[src/sme_pkg.sv]
`timescale 1ns / 1ps

package sme_pkg;

   typedef enum logic [2:0] {
      ACT_PUSH     = 3'd0,
      ACT_ADD      = 3'd1,
      ACT_MUL      = 3'd2,
      ACT_OUT      = 3'd3,
      ACT_PUSH_ACC = 3'd4,
      ACT_POP_ACC  = 3'd5,
      ACT_JUMP     = 3'd6,
      ACT_INVALID  = 3'd7
   } action_type;

   typedef enum logic [1:0] {
      ST_OK        = 2'd0,
      ST_UNDERFLOW = 2'd1,
      ST_OVERFLOW  = 2'd2,
      ST_BAD_OP    = 2'd3
   } status_type;

   typedef struct packed {
      action_type         action;
      logic signed [31:0] immediate;
      logic [15:0]        target;
   } req_type;

   typedef struct packed {
      status_type         status;
      logic               out_valid;
      logic signed [31:0] out_value;
      logic               jump_taken;
      logic [15:0]        jump_dest;
      logic [4:0]         stack_level;
   } rsp_type;

   // Classified instruction as it waits between the front and back parts.
   typedef struct packed {
      action_type         op;
      logic               pushes;
      logic               pops_one;
      logic               pops_two;
      logic signed [31:0] immediate;
      logic [15:0]        target;
   } cmd_type;

   localparam int QUEUE_DEPTH = 2;
   localparam int QUEUE_AW    = $clog2(QUEUE_DEPTH);
   localparam int QUEUE_CW    = $clog2(QUEUE_DEPTH + 1);

endpackage

[src/stack_machine_executor.sv]
`timescale 1ns / 1ps

// Stack-machine executor. Each transfer on the req_ channel carries one
// instruction (action, immediate, target); each instruction yields exactly one
// transfer on the rsp_ channel with its status, any value popped by out, the
// jump outcome and the stack level afterwards, in instruction order.
// Both channels use valid/ready. A front decoder classifies instructions into
// a two-entry queue; the back end runs them against a register-topped operand
// stack whose lower entries sit in a memory with read-ahead of two entries.
// Each request is registered in the queue and each response in an output register.
// Throughput is one instruction per cycle while rsp_ready stays high; a
// multiply stalls the back end to register its partial products before the sum.
// Reset empties the stack and the queue, clears the accumulator and drops any
// pending response. When the receiver holds rsp_ready low the response stays
// put, the back end stops, the queue fills and then req_ready falls.
module stack_machine_executor
   import sme_pkg::*;
#(
   parameter int STACK_DEPTH = 16,
   parameter int DATA_WIDTH  = 32
) (
   input  logic    clock,
   input  logic    reset,
   input  logic    req_valid,
   output logic    req_ready,
   input  req_type req_data,
   output logic    rsp_valid,
   input  logic    rsp_ready,
   output rsp_type rsp_data
);

   localparam int CW = $clog2(STACK_DEPTH + 1);

   logic          queue_full;
   logic          queue_push;
   cmd_type       queue_cmd;
   logic          head_valid;
   cmd_type       head_cmd;
   logic          head_pop;
   logic [CW-1:0] stack_count;

   sme_front u_front (
      .req_valid  (req_valid),
      .req_ready  (req_ready),
      .req_data   (req_data),
      .queue_full (queue_full),
      .queue_push (queue_push),
      .queue_cmd  (queue_cmd)
   );

   sme_queue u_queue (
      .clock      (clock),
      .reset      (reset),
      .push       (queue_push),
      .push_cmd   (queue_cmd),
      .full       (queue_full),
      .pop        (head_pop),
      .head_valid (head_valid),
      .head_cmd   (head_cmd)
   );

   sme_back #(
      .STACK_DEPTH (STACK_DEPTH),
      .DATA_WIDTH  (DATA_WIDTH)
   ) u_back (
      .clock       (clock),
      .reset       (reset),
      .cmd_valid   (head_valid),
      .cmd         (head_cmd),
      .cmd_pop     (head_pop),
      .rsp_valid   (rsp_valid),
      .rsp_ready   (rsp_ready),
      .rsp_data    (rsp_data),
      .stack_count (stack_count)
   );

`ifndef ASSERT_OFF
   a_count_bound: assert property (@(posedge clock) disable iff (reset)
      stack_count <= CW'(STACK_DEPTH))
      else $error("stack count above depth");

   a_jump_clean: assert property (@(posedge clock) disable iff (reset)
      rsp_valid && rsp_data.jump_taken |-> rsp_data.status == ST_OK && !rsp_data.out_valid)
      else $error("taken jump with bad status or popped value");

   a_count_step: assert property (@(posedge clock) disable iff (reset)
      !$past(reset) |-> (stack_count == $past(stack_count))
                     || (stack_count == $past(stack_count) + 1'b1)
                     || (stack_count + 1'b1 == $past(stack_count))
                     || (stack_count + CW'(2) == $past(stack_count)))
      else $error("stack count moved by more than one instruction allows");
`endif

endmodule

[src/sme_front.sv]
`timescale 1ns / 1ps

module sme_front
   import sme_pkg::*;
(
   input  logic    req_valid,
   output logic    req_ready,
   input  req_type req_data,
   input  logic    queue_full,
   output logic    queue_push,
   output cmd_type queue_cmd
);

   assign req_ready  = !queue_full;
   assign queue_push = req_valid && !queue_full;

   always_comb begin
      queue_cmd.op        = req_data.action;
      queue_cmd.immediate = req_data.immediate;
      queue_cmd.target    = req_data.target;
      queue_cmd.pushes    = 1'b0;
      queue_cmd.pops_one  = 1'b0;
      queue_cmd.pops_two  = 1'b0;
      unique case (req_data.action)
         ACT_PUSH, ACT_PUSH_ACC: begin
            queue_cmd.pushes = 1'b1;
         end
         ACT_ADD, ACT_MUL, ACT_JUMP: begin
            queue_cmd.pops_two = 1'b1;
         end
         ACT_OUT, ACT_POP_ACC: begin
            queue_cmd.pops_one = 1'b1;
         end
         default: begin
         end
      endcase
   end

endmodule

[src/sme_queue.sv]
`timescale 1ns / 1ps

module sme_queue
   import sme_pkg::*;
(
   input  logic    clock,
   input  logic    reset,
   input  logic    push,
   input  cmd_type push_cmd,
   output logic    full,
   input  logic    pop,
   output logic    head_valid,
   output cmd_type head_cmd
);

   cmd_type               entry_ff [QUEUE_DEPTH];
   logic [QUEUE_AW-1:0]   wr_ptr_ff, wr_ptr_in;
   logic [QUEUE_AW-1:0]   rd_ptr_ff, rd_ptr_in;
   logic [QUEUE_CW-1:0]   fill_ff, fill_in;
   logic                  do_pop;

   assign full       = (fill_ff == QUEUE_CW'(QUEUE_DEPTH));
   assign head_valid = (fill_ff != '0);
   assign head_cmd   = entry_ff[rd_ptr_ff];
   assign do_pop     = pop && head_valid;

   always_comb begin
      wr_ptr_in = wr_ptr_ff;
      rd_ptr_in = rd_ptr_ff;
      fill_in   = fill_ff;
      if (push) begin
         wr_ptr_in = (wr_ptr_ff == QUEUE_AW'(QUEUE_DEPTH - 1)) ? '0 : wr_ptr_ff + 1'b1;
      end
      if (do_pop) begin
         rd_ptr_in = (rd_ptr_ff == QUEUE_AW'(QUEUE_DEPTH - 1)) ? '0 : rd_ptr_ff + 1'b1;
      end
      if (push && !do_pop) begin
         fill_in = fill_ff + 1'b1;
      end else if (do_pop && !push) begin
         fill_in = fill_ff - 1'b1;
      end
   end

   always_ff @(posedge clock) begin
      if (reset) begin
         wr_ptr_ff <= '0;
         rd_ptr_ff <= '0;
         fill_ff   <= '0;
      end else begin
         wr_ptr_ff <= wr_ptr_in;
         rd_ptr_ff <= rd_ptr_in;
         fill_ff   <= fill_in;
      end
   end

   always_ff @(posedge clock) begin
      if (push) begin
         entry_ff[wr_ptr_ff] <= push_cmd;
      end
   end

endmodule

[src/sme_back.sv]
`timescale 1ns / 1ps

module sme_back
   import sme_pkg::*;
#(
   parameter int STACK_DEPTH = 16,
   parameter int DATA_WIDTH  = 32,
   localparam int CW = $clog2(STACK_DEPTH + 1)
) (
   input  logic          clock,
   input  logic          reset,
   input  logic          cmd_valid,
   input  cmd_type       cmd,
   output logic          cmd_pop,
   output logic          rsp_valid,
   input  logic          rsp_ready,
   output rsp_type       rsp_data,
   output logic [CW-1:0] stack_count
);

   localparam int AW     = $clog2(STACK_DEPTH);
   localparam int MUL_LO = (DATA_WIDTH + 1) / 2;
   localparam int MUL_HI = DATA_WIDTH - MUL_LO;

   // Top two entries live in registers; the rest sit in the memory, and the two
   // entries just below the top pair are read ahead into q0_ff and q1_ff.
   logic [DATA_WIDTH-1:0] stack_mem [STACK_DEPTH];
   logic [DATA_WIDTH-1:0] q0_ff, q1_ff;
   logic [DATA_WIDTH-1:0] t0_ff, t0_in;
   logic [DATA_WIDTH-1:0] t1_ff, t1_in;
   logic [DATA_WIDTH-1:0] acc_ff, acc_in;
   logic [CW-1:0]         count_ff, count_in;
   logic                  mem_we;
   logic [AW-1:0]         wr_addr, rd0_addr, rd1_addr;

   logic [2*MUL_LO-1:0]        mul_lo_ff, mul_lo_in;
   logic [MUL_HI-1:0]          mul_x1_ff, mul_x2_ff;
   logic [MUL_LO+MUL_HI-1:0]   mul_x1_full, mul_x2_full;
   logic [MUL_HI-1:0]          cross_sum;
   logic [DATA_WIDTH-1:0]      product;
   logic                       mul_phase_ff, mul_phase_in;
   logic                       mul_wait, mul_start;

   rsp_type               rsp_ff, rsp_in;
   logic                  rsp_valid_ff, rsp_valid_in;
   logic                  out_free, fire;
   logic [DATA_WIDTH-1:0] push_value;
   logic                  has_one, has_two, is_full;

   assign has_one = (count_ff != '0);
   assign has_two = (count_ff >= CW'(2));
   assign is_full = (count_ff == CW'(STACK_DEPTH));

   // Multiply is split into partial products registered at mul_start and summed
   // when the instruction completes, after mul_phase_ff is set.
   assign mul_wait  = (cmd.op == ACT_MUL) && has_two && !mul_phase_ff;
   assign mul_start = cmd_valid && mul_wait;
   assign out_free  = !rsp_valid_ff || rsp_ready;
   assign fire      = cmd_valid && out_free && !mul_wait;
   assign cmd_pop   = fire;

   assign mul_lo_in   = t0_ff[MUL_LO-1:0] * t1_ff[MUL_LO-1:0];
   assign mul_x1_full = t0_ff[MUL_LO-1:0] * t1_ff[DATA_WIDTH-1:MUL_LO];
   assign mul_x2_full = t0_ff[DATA_WIDTH-1:MUL_LO] * t1_ff[MUL_LO-1:0];
   assign cross_sum   = mul_x1_ff + mul_x2_ff;
   assign product     = mul_lo_ff[DATA_WIDTH-1:0] + {cross_sum, {MUL_LO{1'b0}}};

   assign push_value = (cmd.op == ACT_PUSH_ACC) ? acc_ff : DATA_WIDTH'(cmd.immediate);

   always_comb begin
      count_in     = count_ff;
      t0_in        = t0_ff;
      t1_in        = t1_ff;
      acc_in       = acc_ff;
      mem_we       = 1'b0;
      mul_phase_in = mul_phase_ff;
      rsp_in       = rsp_ff;
      rsp_valid_in = rsp_valid_ff && !rsp_ready;
      if (mul_start) begin
         mul_phase_in = 1'b1;
      end
      if (fire) begin
         mul_phase_in       = 1'b0;
         rsp_valid_in       = 1'b1;
         rsp_in.status      = ST_OK;
         rsp_in.out_valid   = 1'b0;
         rsp_in.out_value   = '0;
         rsp_in.jump_taken  = 1'b0;
         rsp_in.jump_dest   = '0;
         if (cmd.pushes) begin
            if (is_full) begin
               rsp_in.status = ST_OVERFLOW;
            end else begin
               mem_we   = has_two;
               t1_in    = t0_ff;
               t0_in    = push_value;
               count_in = count_ff + 1'b1;
            end
         end else if (cmd.pops_two) begin
            if (!has_two) begin
               rsp_in.status = ST_UNDERFLOW;
            end else if (cmd.op == ACT_JUMP) begin
               t0_in    = q0_ff;
               t1_in    = q1_ff;
               count_in = count_ff - CW'(2);
               if ($signed(t0_ff) > $signed(t1_ff)) begin
                  rsp_in.jump_taken = 1'b1;
                  rsp_in.jump_dest  = cmd.target;
               end
            end else begin
               t0_in    = (cmd.op == ACT_MUL) ? product : t0_ff + t1_ff;
               t1_in    = q0_ff;
               count_in = count_ff - 1'b1;
            end
         end else if (cmd.pops_one) begin
            if (!has_one) begin
               rsp_in.status = ST_UNDERFLOW;
            end else begin
               t0_in    = t1_ff;
               t1_in    = q0_ff;
               count_in = count_ff - 1'b1;
               if (cmd.op == ACT_POP_ACC) begin
                  acc_in = t0_ff;
               end else begin
                  rsp_in.out_valid = 1'b1;
                  rsp_in.out_value = 32'(t0_ff);
               end
            end
         end else begin
            rsp_in.status = ST_BAD_OP;
         end
         rsp_in.stack_level = 5'(count_in);
      end
   end

   // A push spills the old second entry to the slot that becomes the first
   // read-ahead entry, so that read takes the write data directly.
   assign wr_addr  = AW'(count_ff - CW'(2));
   assign rd0_addr = AW'(count_in - CW'(3));
   assign rd1_addr = AW'(count_in - CW'(4));

   always_ff @(posedge clock) begin
      if (mem_we) begin
         stack_mem[wr_addr] <= t1_ff;
      end
      if (mem_we && (wr_addr == rd0_addr)) begin
         q0_ff <= t1_ff;
      end else begin
         q0_ff <= stack_mem[rd0_addr];
      end
      if (mem_we && (wr_addr == rd1_addr)) begin
         q1_ff <= t1_ff;
      end else begin
         q1_ff <= stack_mem[rd1_addr];
      end
   end

   always_ff @(posedge clock) begin
      if (reset) begin
         count_ff     <= '0;
         acc_ff       <= '0;
         mul_phase_ff <= 1'b0;
         rsp_valid_ff <= 1'b0;
      end else begin
         count_ff     <= count_in;
         acc_ff       <= acc_in;
         mul_phase_ff <= mul_phase_in;
         rsp_valid_ff <= rsp_valid_in;
      end
   end

   always_ff @(posedge clock) begin
      t0_ff  <= t0_in;
      t1_ff  <= t1_in;
      rsp_ff <= rsp_in;
      if (mul_start) begin
         mul_lo_ff <= mul_lo_in;
         mul_x1_ff <= mul_x1_full[MUL_HI-1:0];
         mul_x2_ff <= mul_x2_full[MUL_HI-1:0];
      end
   end

   assign rsp_valid   = rsp_valid_ff;
   assign rsp_data    = rsp_ff;
   assign stack_count = count_ff;

endmodule
[config.mk]
export PLATFORM = sky130hd
export DESIGN_NAME = stack_machine_executor
export DESIGN_NICKNAME = d
export VERILOG_FILES = /design/src/sme_pkg.sv /design/src/stack_machine_executor.sv /design/src/sme_front.sv /design/src/sme_queue.sv /design/src/sme_back.sv
export SDC_FILE = /design/constraint.sdc
export NUM_CORES = 2
export LEC_CHECK = 0
export BUFFER_PORTS_ARGS = -buffer_cell sky130_fd_sc_hd__buf_4
export CAP_MARGIN = 10
export CORE_MARGIN = 2
export CORE_UTILIZATION = 50
export CTS_BUF_LIST = sky130_fd_sc_hd__clkbuf_16
export CTS_CLUSTER_SIZE = 30
export DETAILED_ROUTE_END_ITERATION = 7
export PLACE_DENSITY_LB_ADDON = 0.3
export SLEW_MARGIN = 20
export SYNTH_ARGS = -nofsm -noshare
export SYNTH_HDL_FRONTEND = slang
export SYNTH_SLANG_ARGS = --single-unit
export TNS_END_PERCENT = 50
[constraint.sdc]
create_clock -name clock -period 9.2 [get_ports clock]
set_clock_uncertainty 0.15 [all_clocks]
set_input_delay 1.84 -clock clock [delete_from_list [all_inputs] [get_ports clock]]
set_output_delay 1.84 -clock clock [all_outputs]
set_load 0.02 [all_outputs]
==> impl_metrics.toml <==
[sta]
min_period_ps = 7800
slew_headroom = 0.234
fmax_mhz = 128
setup_tns_ps = 0
rsz0062_at_grt = "no"
drv_slew = 0
whs_ps = 305
setup_viol_count_final = 0
post-route-period-util = 0.847
hold_viol_final = 0
worst_pin_slew_ps = 1150

[synthesis]
yosys.cell_count.top_type = "edfxtp_1"
synth-async-reset-ratio = 0
ys_seq_elements = 885
synth-edff-count = 805
ys_top_cells_by_area = "edfxtp_1 42%, fa_1 13%, mux4_2 11%"
netlist.area_leader.share = 0.424
netlist_instances = 4488
avgSynthCellArea_um2 = 12.7
synth_flop_cell = "edfxtp_1"
syn_nets = 5205
synth_cell_types = 80
ys_seq_area_frac = 0.452
yosys-top-cells-count = "805 x edfxtp_1, 540 x inv_1, 526 x nand2_1"
syn_area_um2 = 57000
ys_warn_count = 0
yosysTopAreaCell = "edfxtp_1"

[worst_setup_path]
cp.required_ps = 9490
worst-path-max-fanout = 15
start_kind = "flop"
critPathMaxStageDelay_ps = 860
critPathSlowestCell = "edfxtp_1"
worstSetupPathType = "reg -> reg"
path_cells = "buf_4 > ha_1 > inv_1 > fa_1 > inv_1 > fa_1 > fa_1 > fa_1 > fa_1 > inv_1 > fa_1 > inv_1 > ha_1 > o21ai_0 > o21bai_1 > a21o_1 > a21oi_1 > o221ai_1 > o41ai_1 > o211ai_1 > a31o_2 > a21oi_1 > xnor2_1"
endpoint_kind = "flop"
cp_data_arrival_time_ps = 8090
worst_path_most_repeated_cell = "fa_1"

[die]
pin_count = 114
core_area_um2 = 113000
fp.dieH_um = 342
row_count = 123
die_w_um = 342
start_util = 0.505
die_area_um2 = 117000

[global_routing]
grt_pass1_vias = 38300
grt_pass1_wl_um = 247000
antenna_found_initial = 1
grt_max_degree = 132
grt_usage = 0.286
overflow = 0

[clocking]
clk_pin_slew_worst_paths_ps = 70
insertion_delay_ps = 710
cts_tree = "yes"
cts_resized = 0
cts_setup_buffers = 0
cts_made_buffers = 92
ctsHoldBuffers = 0
clock_path_buffers = 3
clock-sinks = 885
cts-root-buf = "clkbuf_16"
htree_num_levels = 3

[detailed_routing]
drt_iter0_drc = 4301
routed_wl_um = 165000
vias = 37600
wire_per_inst_um = 26.8
drcViolationCount = 0
ant_nets = 0
detail_route.first_pass.iterations = 7
vias_per_cell = 6.12

[final_layout]
multi_input_area_um2 = 28400
fin_nets = 5282
syn2layout_area_growth_pct = 10.6
drive_gt1_frac = 0.153
antenna_cells = 0
final_area_um2 = 63100
regArea_um2 = 25800
fill_cells = 9114

[placement]
hpwl_um = 109000
numPortBuffers = 113
gp_congestion = 0.983
postPlaceCellArea_um2 = 59800

[status]
status = "complete, no violations"

[min_path]
holdCritPathClass = "reg -> reg"

[run]
drv_cap = 0
## routing by layer
layer / global-route usage / wire, um
met3: 0.0615 / 17700
met1: 0.395 / 64500
met2: 0.445 / 75300
met5: 0 / 38
met4: 0.113 / 7240
## area by class of cell
cell class / count / area share
Multi-Input combinational cell: 2821 / 0.451
Sequential cell: 885 / 0.409
Clock buffer: 92 / 0.0365
Inverter: 543 / 0.0325
Tap cell: 1500 / 0.0298
Timing Repair Buffer: 222 / 0.0270
Clock inverter: 82 / 0.0143
## worst paths after layout
kind	start	endpoint	slack (ps)	cells after the start
max	u_back.t0_ff[8]	u_back.mul_lo_ff[30]	1400	23
min	u_back.acc_ff[13]	u_back.acc_ff[13]	310	2
min reg2reg	u_back.acc_ff[13]	u_back.acc_ff[13]	310	2
max reg2reg	u_back.t0_ff[8]	u_back.mul_lo_ff[30]	1400	23
## metrics by stage
stage | utilization | setup WS [ps] | instances
floorplan | - | 1960 | 4488
global placement | 0.530 | 1560 | 5968
detailed placement | 0.530 | 1520 | 5969
CTS | 0.559 | 1510 | 6143
global route | 0.559 | 1060 | 6145
finish | 0.559 | 1400 | 6145
## layout by cell type (no fill, tap or decap), types with 19 or more instances in the layout
master,synthesis,layout
buf_4,5,218
fa_1,357,357
o221ai_1,21,21
clkbuf_16,0,92
nor2_1,201,181
nor2_4,0,19
mux4_2,288,288
a21o_1,20,20
nor3_1,43,42
a22oi_1,66,65
inv_1,540,556
edfxtp_1,805,805
and2_1,219,219
xor2_1,44,44
mux2i_1,89,88
nand2_1,526,526
dfxtp_1,80,75
o211ai_1,20,20
a21oi_1,168,167
ha_1,305,305
xnor2_1,131,131
o21ai_0,97,97
## sequential cells by signal (all words and copies together) (netlist names), named ones only
register             cells
u_queue.fill_ff          2
u_back.rsp_valid         1
u_back.q1_ff            32
u_back.mul_x2_ff        16
u_back.stack_mem       512
u_back.t1_ff            32
u_back.mul_x1_ff        16
u_queue.entry_ff       108
u_back.mul_phase_ff      1
u_back.acc_ff           32
u_queue.wr_ptr_ff        1
u_back.mul_lo_ff        32
u_queue.rd_ptr_ff        1
u_back.t0_ff            32
u_back.rsp_data         57
u_back.stack_count       5
## worst max-delay path: cells and delay by family, from the launching register on
family / cells / cell delay [ps]
xor+xnor: 1 / 80
flops: 1 / 860
fa+ha+maj: 8 / 3620
buf+inv: 5 / 650
compound gates: 9 / 2200
## cell families after synthesis
| family | count (synthesis) | share of synthesized area |
|---|---|---|
| adder cells (fa/ha/maj) | 662 | 0.192 |
| flip-flops | 885 | 0.452 |
| multiplexers | 382 | 0.130 |
| XOR/XNOR | 176 | 0.0272 |
| AND/OR/NAND/NOR | 1083 | 0.0864 |
| buffers and inverters | 782 | 0.0532 |
| AO/OA/AOI/OAI | 518 | 0.0585 |
Power is not shown: default switching activity piles up to over one toggle a cycle in this logic, so the estimate is an artifact.
